File: src/sv/dtc_pkg.sv
`timescale 1ns / 1ps
// ----------------------------------------------------------------------------
// dtc_pkg: shared types and constants of the delimited token classifier
// Token kind codes, field widths and the reset value of the separator register.
// ----------------------------------------------------------------------------
package dtc_pkg;

    localparam int POS_W   = 16;  // position and length counters, saturating
    localparam int TOKEN_W = 16;  // start and length fields of a token record
    localparam int BYTE_W  = 8;
    localparam int KIND_W  = 4;

    localparam logic [31:0] SEP_RESET = 32'h2C2F_7C20;

    typedef enum logic [KIND_W-1:0] {
        KIND_END        = 4'd0,
        KIND_BLANK      = 4'd1,
        KIND_NEWLINE    = 4'd2,
        KIND_PUNCT      = 4'd3,
        KIND_QUOTED     = 4'd4,
        KIND_INCOMPLETE = 4'd5,
        KIND_INTEGER    = 4'd6,
        KIND_FLOAT      = 4'd7,
        KIND_WORD       = 4'd8
    } kind_t;

endpackage

File: src/sv/delimited_token_classifier.sv
`timescale 1ns / 1ps
// ----------------------------------------------------------------------------
// delimited_token_classifier: streaming delimiter tokenizer
// Scans text one byte per transaction and emits classified token records.
// ----------------------------------------------------------------------------
// The block takes one input transaction per clock cycle while s_tready is high:
// each byte updates the scan state and writes zero, one or two token records
// into a four-entry result queue. The input side is ready while the queue has
// room for two records, so the sustained rate is one byte per cycle as long as
// the output side takes one record per cycle; an item that yields two records
// (a token closed by end of text plus the end token, or a newline followed by
// punctuation) writes both records into the queue at once. Records leave from
// the queue head, so a waiting result never blocks the next byte while room remains.
// Write separator_chars only while the stream is idle.
module delimited_token_classifier
(
    input  logic                          clk,
    input  logic                          rst_n,

    input  logic                          cfg_valid,
    output logic                          cfg_ready,
    input  logic [31:0]                   cfg_data,    // separator_chars

    input  logic                          s_tvalid,
    output logic                          s_tready,
    input  logic [7:0]                    s_tdata,     // [7:0] text_byte
    input  logic                          s_tuser,     // [0] op (1 = end of text)

    output logic                          m_tvalid,
    input  logic                          m_tready,
    output logic [31:0]                   m_tdata,     // [15:0] token_start, [31:16] token_length
    output logic [dtc_pkg::KIND_W-1:0]    m_tuser,     // [3:0] token_kind
    output logic                          m_tlast      // last_of_run
);

    typedef enum logic [2:0] {
        MODE_IDLE  = 3'b001,
        MODE_WORD  = 3'b010,
        MODE_QUOTE = 3'b100
    } mode_t;

    typedef enum logic [1:0] {
        NL_NONE = 2'b00,
        NL_LF   = 2'b01,
        NL_CR   = 2'b10
    } nl_t;

    typedef struct packed {
        dtc_pkg::kind_t                 kind;
        logic [dtc_pkg::TOKEN_W-1:0]    start;
        logic [dtc_pkg::TOKEN_W-1:0]    length;
        logic                           last;
    } res_t;

    localparam logic [dtc_pkg::POS_W-1:0] POS_MAX = {dtc_pkg::POS_W{1'b1}};
    localparam logic [dtc_pkg::POS_W-1:0] POS_ONE = dtc_pkg::POS_W'(1);
    localparam logic [dtc_pkg::POS_W-1:0] POS_TWO = dtc_pkg::POS_W'(2);
    localparam logic [dtc_pkg::POS_W-1:0] POS_ZERO = '0;

    localparam logic [7:0] CH_LF    = 8'h0A;
    localparam logic [7:0] CH_CR    = 8'h0D;
    localparam logic [7:0] CH_COLON = 8'h3A;
    localparam logic [7:0] CH_EQUAL = 8'h3D;
    localparam logic [7:0] CH_SEMI  = 8'h3B;
    localparam logic [7:0] CH_QUOTE = 8'h22;
    localparam logic [7:0] CH_DOT   = 8'h2E;
    localparam logic [7:0] CH_ZERO  = 8'h30;
    localparam logic [7:0] CH_NINE  = 8'h39;

    function automatic logic [dtc_pkg::POS_W-1:0] sat_inc(input logic [dtc_pkg::POS_W-1:0] v);
        return (v == POS_MAX) ? v : v + POS_ONE;
    endfunction

    function automatic res_t mk_res(input dtc_pkg::kind_t k,
                                    input logic [dtc_pkg::POS_W-1:0] st,
                                    input logic [dtc_pkg::POS_W-1:0] ln);
        res_t r;
        r.kind   = k;
        r.start  = dtc_pkg::TOKEN_W'(st);
        r.length = dtc_pkg::TOKEN_W'(ln);
        r.last   = 1'b0;
        return r;
    endfunction

    logic [31:0]                sep_reg;
    mode_t                      mode_reg, mode_next;
    nl_t                        nl_reg, nl_next;
    logic [dtc_pkg::POS_W-1:0]  pos_reg, pos_next;
    logic [dtc_pkg::POS_W-1:0]  start_reg, start_next;
    logic [dtc_pkg::POS_W-1:0]  len_reg, len_next;
    logic [1:0]                 dots_reg, dots_next;
    logic                       digits_reg, digits_next;
    logic                       sep_seen_reg, sep_seen_next;

    res_t                       res_q_reg [4];
    logic [1:0]                 wr_ptr_reg, rd_ptr_reg;
    logic [2:0]                 count_reg;

    logic                       in_acc, out_acc;
    logic [7:0]                 b;
    logic                       is_sep, is_nl, is_dec;
    dtc_pkg::kind_t             word_kind;
    res_t                       r0, r1;
    logic [1:0]                 n_res;

    assign cfg_ready = 1'b1;
    assign s_tready  = (count_reg < 3'd3);
    assign in_acc    = s_tvalid && s_tready;
    assign m_tvalid  = (count_reg != 3'd0);
    assign out_acc   = m_tvalid && m_tready;

    assign m_tdata   = {res_q_reg[rd_ptr_reg].length, res_q_reg[rd_ptr_reg].start};
    assign m_tuser   = res_q_reg[rd_ptr_reg].kind;
    assign m_tlast   = res_q_reg[rd_ptr_reg].last;

    assign b        = s_tdata;
    assign is_sep   = (sep_reg[7:0] == b) || (sep_reg[15:8] == b) ||
                      (sep_reg[23:16] == b) || (sep_reg[31:24] == b);
    assign is_nl    = (b == CH_LF) || (b == CH_CR);
    assign is_dec   = (b >= CH_ZERO) && (b <= CH_NINE);

    always_comb
    begin
        if (digits_reg && dots_reg == 2'd0)
        begin
            word_kind = dtc_pkg::KIND_INTEGER;
        end
        else if (digits_reg && dots_reg == 2'd1)
        begin
            word_kind = dtc_pkg::KIND_FLOAT;
        end
        else
        begin
            word_kind = dtc_pkg::KIND_WORD;
        end
    end

    always_comb
    begin
        mode_next     = mode_reg;
        nl_next       = nl_reg;
        pos_next      = pos_reg;
        start_next    = start_reg;
        len_next      = len_reg;
        dots_next     = dots_reg;
        digits_next   = digits_reg;
        sep_seen_next = sep_seen_reg;
        r0            = mk_res(dtc_pkg::KIND_END, pos_reg, POS_ZERO);
        r1            = r0;
        n_res         = 2'd0;

        if (in_acc)
        begin
            if (s_tuser)
            begin
                // close whatever is open, then the end token
                if (mode_reg == MODE_WORD)
                begin
                    r0 = mk_res(word_kind, start_reg, len_reg);
                    n_res = 2'd1;
                end
                else if (mode_reg == MODE_QUOTE)
                begin
                    r0 = mk_res(dtc_pkg::KIND_INCOMPLETE, start_reg, len_reg);
                    n_res = 2'd1;
                end
                else if (nl_reg != NL_NONE)
                begin
                    r0 = mk_res(dtc_pkg::KIND_NEWLINE, start_reg, POS_ONE);
                    n_res = 2'd1;
                end
                else if (sep_seen_reg)
                begin
                    r0 = mk_res(dtc_pkg::KIND_BLANK, pos_reg, POS_ZERO);
                    n_res = 2'd1;
                end
                if (n_res == 2'd1)
                begin
                    r1 = mk_res(dtc_pkg::KIND_END, pos_reg, POS_ZERO);
                    n_res = 2'd2;
                end
                else
                begin
                    r0 = mk_res(dtc_pkg::KIND_END, pos_reg, POS_ZERO);
                    n_res = 2'd1;
                end
                mode_next     = MODE_IDLE;
                nl_next       = NL_NONE;
                pos_next      = '0;
                start_next    = '0;
                len_next      = '0;
                dots_next     = 2'd0;
                digits_next   = 1'b1;
                sep_seen_next = 1'b0;
            end
            else
            begin
                pos_next = sat_inc(pos_reg);
                unique case (mode_reg)
                    MODE_QUOTE:
                    begin
                        if (b == CH_QUOTE)
                        begin
                            r0 = mk_res(dtc_pkg::KIND_QUOTED, start_reg, len_reg);
                            n_res = 2'd1;
                            mode_next = MODE_IDLE;
                        end
                        else
                        begin
                            len_next = sat_inc(len_reg);
                        end
                    end
                    MODE_WORD:
                    begin
                        if (is_sep)
                        begin
                            r0 = mk_res(word_kind, start_reg, len_reg);
                            n_res = 2'd1;
                            mode_next = MODE_IDLE;
                            sep_seen_next = 1'b1;
                        end
                        else if (is_nl)
                        begin
                            r0 = mk_res(word_kind, start_reg, len_reg);
                            n_res = 2'd1;
                            mode_next = MODE_IDLE;
                            sep_seen_next = 1'b0;
                            nl_next = (b == CH_LF) ? NL_LF : NL_CR;
                            start_next = pos_reg;
                        end
                        else
                        begin
                            len_next = sat_inc(len_reg);
                            if (b == CH_DOT)
                            begin
                                if (dots_reg < 2'd2)
                                begin
                                    dots_next = dots_reg + 2'd1;
                                end
                            end
                            else if (!is_dec)
                            begin
                                digits_next = 1'b0;
                            end
                        end
                    end
                    MODE_IDLE:
                    begin
                        // a pending newline either pairs with this byte or goes out alone
                        if ((nl_reg == NL_LF && b == CH_CR) || (nl_reg == NL_CR && b == CH_LF))
                        begin
                            r0 = mk_res(dtc_pkg::KIND_NEWLINE, start_reg, POS_TWO);
                            n_res = 2'd1;
                            nl_next = NL_NONE;
                        end
                        else
                        begin
                            if (nl_reg != NL_NONE)
                            begin
                                r0 = mk_res(dtc_pkg::KIND_NEWLINE, start_reg, POS_ONE);
                                n_res = 2'd1;
                                nl_next = NL_NONE;
                            end
                            if (is_sep)
                            begin
                                sep_seen_next = 1'b1;
                            end
                            else
                            begin
                                sep_seen_next = 1'b0;
                                if (is_nl)
                                begin
                                    nl_next = (b == CH_LF) ? NL_LF : NL_CR;
                                    start_next = pos_reg;
                                end
                                else if (b == CH_COLON || b == CH_EQUAL || b == CH_SEMI)
                                begin
                                    if (n_res == 2'd0)
                                    begin
                                        r0 = mk_res(dtc_pkg::KIND_PUNCT, pos_reg, POS_ONE);
                                        n_res = 2'd1;
                                    end
                                    else
                                    begin
                                        r1 = mk_res(dtc_pkg::KIND_PUNCT, pos_reg, POS_ONE);
                                        n_res = 2'd2;
                                    end
                                end
                                else if (b == CH_QUOTE)
                                begin
                                    mode_next = MODE_QUOTE;
                                    start_next = sat_inc(pos_reg);
                                    len_next = '0;
                                end
                                else
                                begin
                                    mode_next = MODE_WORD;
                                    start_next = pos_reg;
                                    len_next = POS_ONE;
                                    dots_next = (b == CH_DOT) ? 2'd1 : 2'd0;
                                    digits_next = (b == CH_DOT) || is_dec;
                                end
                            end
                        end
                    end
                    default:
                    begin
                        mode_next = MODE_IDLE;
                    end
                endcase
            end
        end

        if (n_res == 2'd1)
        begin
            r0.last = 1'b1;
        end
        else if (n_res == 2'd2)
        begin
            r1.last = 1'b1;
        end
    end

    always_ff @(posedge clk or negedge rst_n)
    begin
        if (!rst_n)
        begin
            sep_reg      <= dtc_pkg::SEP_RESET;
            mode_reg     <= MODE_IDLE;
            nl_reg       <= NL_NONE;
            pos_reg      <= '0;
            start_reg    <= '0;
            len_reg      <= '0;
            dots_reg     <= 2'd0;
            digits_reg   <= 1'b1;
            sep_seen_reg <= 1'b0;
            wr_ptr_reg   <= 2'd0;
            rd_ptr_reg   <= 2'd0;
            count_reg    <= 3'd0;
        end
        else
        begin
            if (cfg_valid && cfg_ready)
            begin
                sep_reg <= cfg_data;
            end
            mode_reg     <= mode_next;
            nl_reg       <= nl_next;
            pos_reg      <= pos_next;
            start_reg    <= start_next;
            len_reg      <= len_next;
            dots_reg     <= dots_next;
            digits_reg   <= digits_next;
            sep_seen_reg <= sep_seen_next;
            wr_ptr_reg   <= wr_ptr_reg + n_res;
            if (out_acc)
            begin
                rd_ptr_reg <= rd_ptr_reg + 2'd1;
            end
            count_reg <= count_reg + {1'b0, n_res} - {2'b00, out_acc};
        end
    end

    // result queue payload, no reset
    always_ff @(posedge clk)
    begin
        if (n_res != 2'd0)
        begin
            res_q_reg[wr_ptr_reg] <= r0;
        end
        if (n_res == 2'd2)
        begin
            res_q_reg[wr_ptr_reg + 2'd1] <= r1;
        end
    end

endmodule

File: config.mk
export PLATFORM = sky130hd
export DESIGN_NAME = delimited_token_classifier
export DESIGN_NICKNAME = d
export VERILOG_FILES = /design/src/sv/dtc_pkg.sv /design/src/sv/delimited_token_classifier.sv
export SDC_FILE = /design/constraint.sdc
export NUM_CORES = 1
export LEC_CHECK = 0
export BUFFER_PORTS_ARGS = -buffer_cell sky130_fd_sc_hd__buf_2
export CAP_MARGIN = 20
export CORE_MARGIN = 3
export CORE_UTILIZATION = 39
export CTS_BUF_LIST = sky130_fd_sc_hd__clkbuf_8
export DETAILED_ROUTE_END_ITERATION = 10
export GPL_TIMING_DRIVEN = 0
export RECOVER_POWER = 100
export REMOVE_ABC_BUFFERS = 1
export SLEW_MARGIN = 40
export SYNTH_ARGS = -nofsm -noshare
export SYNTH_HDL_FRONTEND = slang
export SYNTH_SLANG_ARGS = --single-unit
File: constraint.sdc
create_clock -name clk -period 8.5 [get_ports clk]
set_input_delay 0 -clock clk [delete_from_list [all_inputs] [get_ports clk]]
set_output_delay 0 -clock clk [all_outputs]
set_load 0.02 [all_outputs]
==> qor.yml, run 1 <==
outcome:
  outcome: "complete, but fails checks"
  violations: "capacitance limit, slew limit"
clocking:
  cts_root_buf: "clkbuf_8"
  cts_tree: "done"
  cts_buffers: 44
  post_cts_buffers: 0
  clkTransAtPathRegs_ns: 0.06
  cts_htree_levels: 2
  cts_sinks: 244
  cts_buffer_depth: 3
  clock_latency_ns: 0.56
logic_synthesis:
  synth_seq_cells: 244
  ys_seq_area_share_pct: 48.7
  synth.cell_area_um2: 12700
  syn_inst: 1187
  async_reset_ff_share_pct: 39.3
  yosysWarningCount: 0
  synth-edff-count: 80
  avgSynthCellArea_um2: 10.7
  synthFlopType: "edfxtp_1"
  synth_cell_types: 75
placed_design:
  gp_congestion: 0.813
  port_buffers: 84
  post-place-ws_ns: 4.17
  place_area_um2: 13300
  hpwl_mm: 21.3
timing:
  grt_setup_unrepaired: "false"
  skew_ns: 0.0291
  hold_viol: 0
  setup_slack_ns: 2.31
  worst_pin_slew_ns: 3.06
  slew-limit-headroom_pct: -104
  fin_setup_tns_ns: 0
  layout_min_cycle_time_ns: 6.19
  period_share_pct: 72.8
  clock.fmax_mhz: 162
  whs_ns: 0.0491
  setup_viol: 0
  final_max_slew_viol_count: 144
drt:
  wl_per_cell_um: 19.4
  post-route-drc-count: 0
  vias: 9883
  drt-total-wl_mm: 33.5
  drtIter0Drc: 891
  first_pass_iters: 6
  ant_nets: 0
  vias_per_cell: 5.73
global_routing:
  grt_pass1_vias: 9788
  grt_use_total_pct: 18.8
  grt_max_degree: 55
  gr-total-overflow: 0
  antenna_found_initial: 0
  grt_pass1_wl_mm: 53.8
die:
  ios: 86
  core_area_um2: 31800
  fp-row-count: 65
  dieWidth_um: 186
  die_y_um: 186
  initial_core_util_pct: 39.9
  dieArea_um2: 34700
final_layout:
  area_growth_pct: 13.7
  n_antenna_cell: 0
  layout-drive-gt1-share_pct: 16.6
  fin_nets: 1313
  final_area_um2: 14400
  largest_reg_flops: 148
  fillCellCount: 3012
power:
  peakVddDrop_mv: 0.119
  p_per_area_nw_per_um2: 263
  p_leak_nw: 5.33
  finalPower_mw: 3.79
setup_path:
  cp_max_fo: 20
  worstSetupEndpointType: "register"
  reg2reg_depth: 8
  regToRegStartpoint: "mode_reg[0]$_DFFE_PN1P_"
  critPathKind: "register to register"
  critPathArrivalTime_ns: 6.38
  startpoint: "mode_reg[0]$_DFFE_PN1P_"
  start_kind: "register"
  required_ns: 8.69
flow_run:
  maxCapViolCount: 4
min_path:
  hold_path_depth: 3
  min_from: "s_tdata[5]"
  hp-class: "input port to register"
==> per-stage QoR <==
step	util, %	instances
floorplan	-	1079
global placement	41.2	1598
detailed placement	41.8	1607
CTS	45.8	1725
global route	45.4	1726
finish	45.4	1726
==> synth_stat cells (12+ instances only) <==
library cell / instances / share of area (%)
a21oi_1: 68 / 2.7
a22o_1: 57 / 3.9
a31oi_1: 13 / 0.64
a32o_1: 28 / 2.2
buf_1: 15 / 0.44
buf_2: 17 / 0.67
clkbuf_1: 54 / 1.6
dfrtp_1: 80 / 16
dfstp_2: 16 / 3.3
dfxtp_1: 68 / 11
edfxtp_1: 80 / 19
inv_1: 22 / 0.65
mux2_2: 35 / 3.1
mux4_2: 37 / 6.6
nand2_1: 124 / 3.7
nand2b_1: 12 / 0.59
nand3_1: 55 / 2.2
nor2_1: 61 / 1.8
nor3_1: 16 / 0.63
o21ai_0: 79 / 3.1
o31ai_1: 21 / 1.2
xnor2_1: 13 / 0.90
xor2_1: 36 / 2.5
==> layer usage <==
layer	GRT usage [%]	routed length [um]	up-vias
li1	-	-	4585
met1	26.2	14900	4884
met2	30.7	15800	362
met3	3.31	2230	52
met4	5.15	536	0
met5	0	0	-
==> timing repair <==
| action | 4_1_cts | 5_1_grt |
|---|---|---|
| hold buffers | 36 | 1 |
| gates resized for setup | 0 | 0 |
| endpoints found under the hold margin | 130 | 5 |
==> final timing paths <==
path,to,slack (ns)
setup / recovery,res_q_reg[1][17]$_DFFE_PP_,2.31
hold / removal,nl_reg[0]$_DFFE_PN0P_,0.05
setup reg to reg,res_q_reg[1][17]$_DFFE_PP_,2.31
hold reg to reg,res_q_reg[2][2]$_SDFFE_PP0N_,0.45
max in group asynchronous,rd_ptr_reg[1]$_DFFE_PN0P_,4.60
min in group asynchronous,len_reg[6]$_DFFE_PN0P_,1.51
==> layout by cell type (no fill, tap or decap), types with 13 or more instances in the layout <==
| cell type | n |
|---|---|
| nand2_1 | 123 |
| o21ai_0 | 85 |
| edfxtp_1 | 80 |
| dfrtp_1 | 79 |
| a21oi_1 | 68 |
| dfxtp_1 | 68 |
| nor2_1 | 60 |
| a22o_1 | 57 |
| nand3_1 | 55 |
| clkbuf_8 | 51 |
| buf_2 | 45 |
| clkbuf_1 | 41 |
| inv_1 | 37 |
| mux4_2 | 37 |
| xor2_1 | 36 |
| dlygate4sd3_1 | 36 |
| mux2_2 | 35 |
| a32o_1 | 28 |
| o31ai_1 | 23 |
| nor3_1 | 16 |
| dfstp_1 | 15 |
| xnor2_1 | 13 |
==> worst max-delay path, cell delays in order (launching register included) <==
cell     delay (ns)
dfstp_1        0.70
nor3b_1        0.90
nand2_1        0.41
nor2_1         0.37
nand3_1        0.19
o21ai_0        1.09
o31a_1         0.88
nor2_1         0.67
inv_2          0.62
==> cells by family (layout without fill, tap and decap cells) <==
logic type / count (synthesis) / count (layout) / synth area share, %
AND/OR/NAND/NOR: 342 / 342 / 13.3
AO/OA/AOI/OAI: 332 / 332 / 18.3
flip-flops: 244 / 244 / 48.7
buffers and inverters: 130 / 234 / 4.99
multiplexers: 77 / 77 / 10.1
XOR/XNOR: 49 / 49 / 3.38
adder cells (fa/ha/maj): 12 / 12 / 1.24
other: 1 / 1 / 0.0296
==> layout make-up <==
cell class | count | area, um^2 | share of cell area (%)
clock buffer | 51 | 702 | 4.87
tap | 435 | 544 | 3.77
inverter | 22 | 82.6 | 0.573
multi-input combinational | 813 | 5870 | 40.7
timing repair buffer | 130 | 838 | 5.81
clock inverter | 31 | 195 | 1.35
sequential | 244 | 6190 | 42.9
==> power breakdown <==
group / switching [mW] / internal (mW)
Sequential: 0.206 / 1.37
Combinational: 0.675 / 0.429
Clock: 0.497 / 0.614
No activity file was read; power rests on OpenSTA's default activity.
==> inputs of run 2 (changes only) <==
Clock period 8.5 ns to 6.2 ns, I/O delays scaled along.
==> qor.yml, run 2 (synthesis results as in run 1) <==
outcome:
  outcome: "complete, but fails checks"
  violations: "capacitance limit, slew limit"
setup_path:
  critPathKind: "register to register"
  start_kind: "register"
  cp_max_fo: 26
  critPathArrivalTime_ns: 5.11
  required_ns: 6.39
  worstSetupEndpointType: "register"
min_path:
  hp-class: "input port to register"
final_layout:
  n_antenna_cell: 0
  final_area_um2: 14400
  largest_reg_flops: 148
  area_growth_pct: 13.9
  final_common_cell: "nand2_1"
  fin_nets: 1313
  most-common-layout-cells: "123 x nand2_1, 84 x o21ai_0, 80 x edfxtp_1"
  layout-drive-gt1-share_pct: 17.0
  fillCellCount: 3003
global_routing:
  grt_pass1_vias: 9788
  gr-total-overflow: 0
  grt_pass1_wl_mm: 53.8
  antenna_found_initial: 0
  grt_max_degree: 55
  grt_use_total_pct: 18.8
power:
  peakVddDrop_mv: 0.163
  p_leak_nw: 5.34
  p_per_area_nw_per_um2: 360
placed_design:
  gp_congestion: 0.813
  place_area_um2: 13300
  post-place-ws_ns: 1.87
  hpwl_mm: 21.3
  port_buffers: 84
timing:
  clock.fmax_mhz: 203
  hold_viol: 0
  grt_setup_unrepaired: "false"
  worst_pin_slew_ns: 3.02
  setup_slack_ns: 1.27
  skew_ns: 0.0292
  period_share_pct: 79.4
  fin_setup_tns_ns: 0
  layout_min_cycle_time_ns: 4.93
  final_max_slew_viol_count: 125
  slew-limit-headroom_pct: -101
  setup_viol: 0
die:
  initial_core_util_pct: 39.9
  core_area_um2: 31800
  dieArea_um2: 34700
  ios: 86
  dieWidth_um: 186
  die_y_um: 186
  fp-row-count: 65
drt:
  vias: 9901
  drt-total-wl_mm: 33.4
  drtIter0Drc: 795
  vias_per_cell: 5.74
  first_pass_iters: 7
  post-route-drc-count: 0
  wl_per_cell_um: 19.4
  ant_nets: 0
clocking:
  cts_htree_levels: 2
  clock_latency_ns: 0.56
  clkTransAtPathRegs_ns: 0.06
  cts_buffer_depth: 3
  post_cts_resized: 0
  cts_sinks: 244
  post_cts_buffers: 0
  cts_tree: "done"
  cts_buffers: 44
  cts_root_buf: "clkbuf_8"
flow_run:
  maxCapViolCount: 3
[run 2: worst max-delay path, cell delays in order (launching register included)]
cell      delay (ns)
dfstp_1         0.69
nor3b_2         0.58
nand2_1         0.33
nor2_1          0.35
nand3_1         0.21
o22ai_1         0.52
and4_1          1.15
nand2b_2        0.71
[run 2: area by class of cell]
cell class,count,area [um^2],share of cell area (%)
Clock buffer,51,702,4.86
Clock inverter,31,195,1.35
Inverter,22,82.6,0.572
Multi-Input combinational cell,813,5900,40.8
Sequential cell,244,6190,42.8
Tap cell,435,544,3.77
Timing Repair Buffer,130,838,5.80
[run 2: worst paths after layout]
kind	from	endpoint	slack, ns	depth (start not counted)
worst max-delay path	mode_reg[0]$_DFFE_PN1P_	res_q_reg[2][32]$_DFFE_PP_	1.27	7
worst min-delay path	s_tdata[5]	nl_reg[0]$_DFFE_PN0P_	0.04	3
worst max register to register	mode_reg[0]$_DFFE_PN1P_	res_q_reg[2][32]$_DFFE_PP_	1.27	7
worst min register to register	res_q_reg[2][2]$_SDFFE_PP0N_	res_q_reg[2][2]$_SDFFE_PP0N_	0.45	2
max in group asynchronous	rst_n	rd_ptr_reg[1]$_DFFE_PN0P_	2.34	4
min in group asynchronous	rst_n	len_reg[6]$_DFFE_PN0P_	1.49	4
[run 2: power by group]
| part | leakage, nW | switching [mW] | total (mW) | internal [mW] |
|---|---|---|---|---|
| registers | 2.47 | 0.282 | 2.16 | 1.88 |
| clock network | 0.531 | 0.680 | 1.52 | 0.842 |
| logic | 2.34 | 0.926 | 1.52 | 0.590 |
| total | 5.34 | 1.89 | 5.20 | 3.31 |
[run 2: per-layer routing]
| metal | GRT usage [%] | vias to the layer above | wire (um) |
|---|---|---|---|
| li1 | - | 4590 | - |
| met1 | 26.2 | 4909 | 14700 |
| met2 | 30.7 | 349 | 15900 |
| met3 | 3.31 | 53 | 2310 |
| met4 | 5.15 | 0 | 569 |
| met5 | 0 | - | 0 |
[run 2: metrics by stage]
step	util (%)	hold WS, ns	total power [mW]	cells
2_1_floorplan	-	-0.296	3.16	1079
3_3_place_gp	41.2	0.232	3.66	1598
3_5_place_dp	41.8	-0.0742	3.72	1607
4_1_cts	45.8	0.0186	5.28	1725
5_1_grt	45.4	0.0369	5.49	1726
6_report	45.4	0.0430	5.20	1726
[run 2: repair_timing]
action,in CTS,in global routing
setup endpoints to repair,0,0
hold endpoints to repair,130,5
hold buffers,36,1
